[config.mk]
export PLATFORM = sky130hd
export DESIGN_NAME = nd3_queue
export DESIGN_NICKNAME = d
export VERILOG_FILES = /design/src/sv/nd3_pkg.sv /design/src/sv/nd3_queue.sv
export SDC_FILE = /design/constraint.sdc
export NUM_CORES = 1
export LEC_CHECK = 0
export ABC_AREA = 1
export BUFFER_PORTS_ARGS = -buffer_cell sky130_fd_sc_hd__buf_2
export CORE_MARGIN = 4
export CORE_UTILIZATION = 57
export CTS_BUF_LIST = sky130_fd_sc_hd__clkbuf_4 sky130_fd_sc_hd__clkbuf_8 sky130_fd_sc_hd__clkbuf_16
export CTS_CLUSTER_SIZE = 14
export DETAILED_ROUTE_END_ITERATION = 6
export HOLD_SLACK_MARGIN = 0.05
export PLACE_DENSITY = 0.81
export SLEW_MARGIN = 40
export SYNTH_ARGS = -nofsm -noshare
export SYNTH_HDL_FRONTEND = slang
export SYNTH_SLANG_ARGS = --single-unit
[constraint.sdc]
create_clock -name clock -period 4.2 [get_ports clock]
set_clock_uncertainty 0.2 [all_clocks]
set_input_delay 0.21 -clock clock [delete_from_list [all_inputs] [get_ports clock]]
set_output_delay 0.21 -clock clock [all_outputs]
set_load 0.02 [all_outputs]
[src/sv/nd3_pkg.sv]
package nd3_pkg;

   // input opcodes
   localparam logic OP_TABLE = 1'b0;
   localparam logic OP_PIXEL = 1'b1;

   // configuration register indexes
   localparam logic REG_FRAME_WIDTH  = 1'b0;
   localparam logic REG_FRAME_HEIGHT = 1'b1;

   // reset values of the configuration registers
   localparam logic [10:0] FRAME_WIDTH_RST  = 11'd1024;
   localparam logic [12:0] FRAME_HEIGHT_RST = 13'd4096;

   // queue between front and back
   localparam int QUEUE_DEPTH = 4;

   // saturation ceiling of the Q8.8 result
   localparam logic [15:0] VALUE_MAX = 16'd65280;

   // one queued transaction: a table write or a pixel with its three window columns
   typedef struct packed {
      logic             op;
      logic [7:0]       tbl_index;
      logic [13:0]      tbl_weight;
      logic [2:0][7:0]  col_a;
      logic [2:0][7:0]  col_b;
      logic [2:0][7:0]  col_c;
      logic [15:0]      row;
      logic [12:0]      column;
      logic             last_row;
      logic             last_column;
   } entry_type;

endpackage

[src/sv/nd3_queue.sv]
module nd3_queue (
   input  logic               clock,
   input  logic               reset,
   input  logic               push,
   input  nd3_pkg::entry_type push_entry,
   output logic               full,
   input  logic               pop,
   output logic               head_valid,
   output nd3_pkg::entry_type head_entry
);
   import nd3_pkg::*;

   localparam int PW = $clog2(QUEUE_DEPTH);

   entry_type      slot_ff [QUEUE_DEPTH];
   logic [PW-1:0]  wr_ff, rd_ff;
   logic [PW:0]    count_ff;
   logic           do_pop;

   assign full       = count_ff == (PW+1)'(QUEUE_DEPTH);
   assign head_valid = count_ff != '0;
   assign head_entry = slot_ff[rd_ff];
   assign do_pop     = pop && head_valid;

   // storage
   always_ff @(posedge clock) begin
      if (push) slot_ff[wr_ff] <= push_entry;
   end

   // pointers and fill level
   always_ff @(posedge clock) begin
      if (reset) begin
         wr_ff    <= '0;
         rd_ff    <= '0;
         count_ff <= '0;
      end else begin
         if (push)   wr_ff <= wr_ff + 1'b1;
         if (do_pop) rd_ff <= rd_ff + 1'b1;
         case ({push, do_pop})
            2'b10:   count_ff <= count_ff + 1'b1;
            2'b01:   count_ff <= count_ff - 1'b1;
            default: count_ff <= count_ff;
         endcase
      end
   end

endmodule

==> results.toml <==
[final_layout]
fill_cells = 1958
multi_input_area_um2 = 3220
final_area_um2 = 23400
seq_area_um2 = 15300
area_growth_pct = 22.2
final_nets = 1792
final_cell_mix = "edfxtp_1 (504), nor2_1 (258), buf_2 (257)"
final_layout_size_suffix_gt1_share_pct = 20.6
layout_commonest_cell = "edfxtp_1"

[clock_tree]
cts_tree = "yes"
clock_latency_ns = 0.55
h-tree-depth = 2
cts.sinks = 513
post_cts_buffers = 0
clk_pin_slew_ns = 0.06
cts_hold_buf = 130
numCtsBuffers = 48
clock_path_buffers = 3
cts_resized = 0
root_buffer = "clkbuf_16"

[logic_synthesis]
synth-seq-cells = 513
yosysTopAreaCellShare_pct = 79.1
syn-cell-area_um2 = 19100
synth_cell_type_count = 20
syn-num-nets = 1420
synth_seq_area_share_pct = 80.0
ys_warn_count = 0
syn_inst = 1284
yosysTopAreaCell = "edfxtp_1"
synth.avg_cell_area_um2 = 14.9
ys_top_cells_by_area = "edfxtp_1 (79%), o21ai_0 (5.5%), nor2_1 (5.1%), o22ai_1 (4.1%), buf_6 (1.2%)"

[floorplanning]
fp-row-count = 66
die_h_um = 191
fp.coreArea_um2 = 32800
io-pin-count = 258
die_area_um2 = 36600
die_w_um = 191
initial_utilization_pct = 58.4

[sta]
fin_crit_sh_pct = 80.3
setup-tns-final_ns = 0
slew_viol_final = 0
report.final.hold_viol_count = 0
setup-violations-final = 0
rsz0062_at_grt = "false"
post-route-min-period_ns = 3.37
setup_ws_ns = 0.827
max_freq_mhz = 296
worst_pin_slew_ns = 0.812
whs_ns = 0.213
slew_headroom_pct = 45.8

[place]
dpl.hpwl_um = 23200
gp_congestion = 0.754
port_buffers = 257
dp_slack_ns = 1.49
place_area_um2 = 20700

[detailed_routing]
drt_first_pass_iters = 5
avgRoutedWirePerCell_um = 20.5
vias = 12301
first_iter_violations = 1237
detail-route-antenna-nets = 0
routed_via_density = 5.79
drc = 0
wirelength_um = 43500

[pwr]
ir_drop_mv = 0.390
p_leak_nw = 8.26
cellPowerDensity_nw_per_um2 = 531

[flow_run]
cap_violations = 0

[grt]
grt_pass1_vias = 12376
overflow = 0
antenna_found_initial = 3
grt_pass1_wl_um = 66900
grt_usage_pct = 23.3
grt_max_degree = 149

[worst_setup_path]
worstPathArrival_ns = 2.96
critPathLaunchType = "flop"
end_kind = "primary output"
crit_type = "flop to primary output"
cp.required_ns = 3.79
crit_fanout = 148

[hold_path]
hp-class = "primary input to flop"

[status]
outcome = "finished clean"
==> final cells by class <==
class	instances	area share [%]
clock inverters	20	0.471
flip-flops and latches	513	65.5
clock buffers	56	5.47
well taps	442	2.36
multi-input cells	670	13.8
inverters	19	0.455
repair buffers	404	11.9
diodes	1	0.0107
==> flip-flops by register name, indices dropped and copies added (netlist names), named ones only <==
name and cells:
count_ff 3, rd_ff 2, wr_ff 2, slot_ff 504
==> critical path, cell delays in order, from the launching register on <==
cell      delay [ns]
dfxtp_4         0.70
clkinv_8        0.55
buf_12          0.42
o21ai_0         0.22
o22ai_1         0.13
buf_2           0.18
==> layer usage <==
layer  vias to the layer above  wire length (µm)  track usage, %
met3                        70              3850            5.17
met2                       598             22200            40.0
met1                      6040             16600            30.6
li1                       5591                 -               -
met4                         2               829            6.05
met5                         -                13               0
==> report_power, final <==
group / total, mW / internal, mW / switching, mW
Clock: 3.90 / 2.21 / 1.69
Combinational: 2.53 / 0.767 / 1.76
Sequential: 5.99 / 5.87 / 0.121
==> cell families (layout without fill, tap and decap cells) <==
group,count (synthesis),in the layout,share of synthesized area (%)
flops,513,513,80.0
simple gates,277,277,5.46
fa+ha+maj,6,6,0.432
compound gates,387,387,10.9
other cells,0,1,0
buf+inv,101,499,3.12
==> synth_stat cells (all sizes together) <==
cell type    n
dfxtp        9
nand3        3
buf         39
edfxtp     504
a21oi        5
fa           1
clkinv       1
nor3         1
ha           5
o21ai      256
clkbuf      43
inv         18
o22ai      126
nor2       258
nand2       15
==> through the flow <==
stage,util (%),instances,power (mW)
detailed placement,63.1,1918,8.48
CTS,71.3,2124,12.4
global route,71.3,2125,12.9
finish,71.3,2125,12.4
global placement,63.1,1918,8.41
floorplan,-,1284,7.71
==> worst paths after layout <==
kind,start,end,slack [ns],cells after the start
worst max-delay path,flop,head_entry[122],0.83,5
worst min-delay path,push_entry[49],slot_ff[1][49],0.21,2
worst max register to register,wr_ff[0],slot_ff[0][125],1.83,5
worst min register to register,wr_ff[1],wr_ff[1],0.36,2
(Power assumes the default switching activity.)
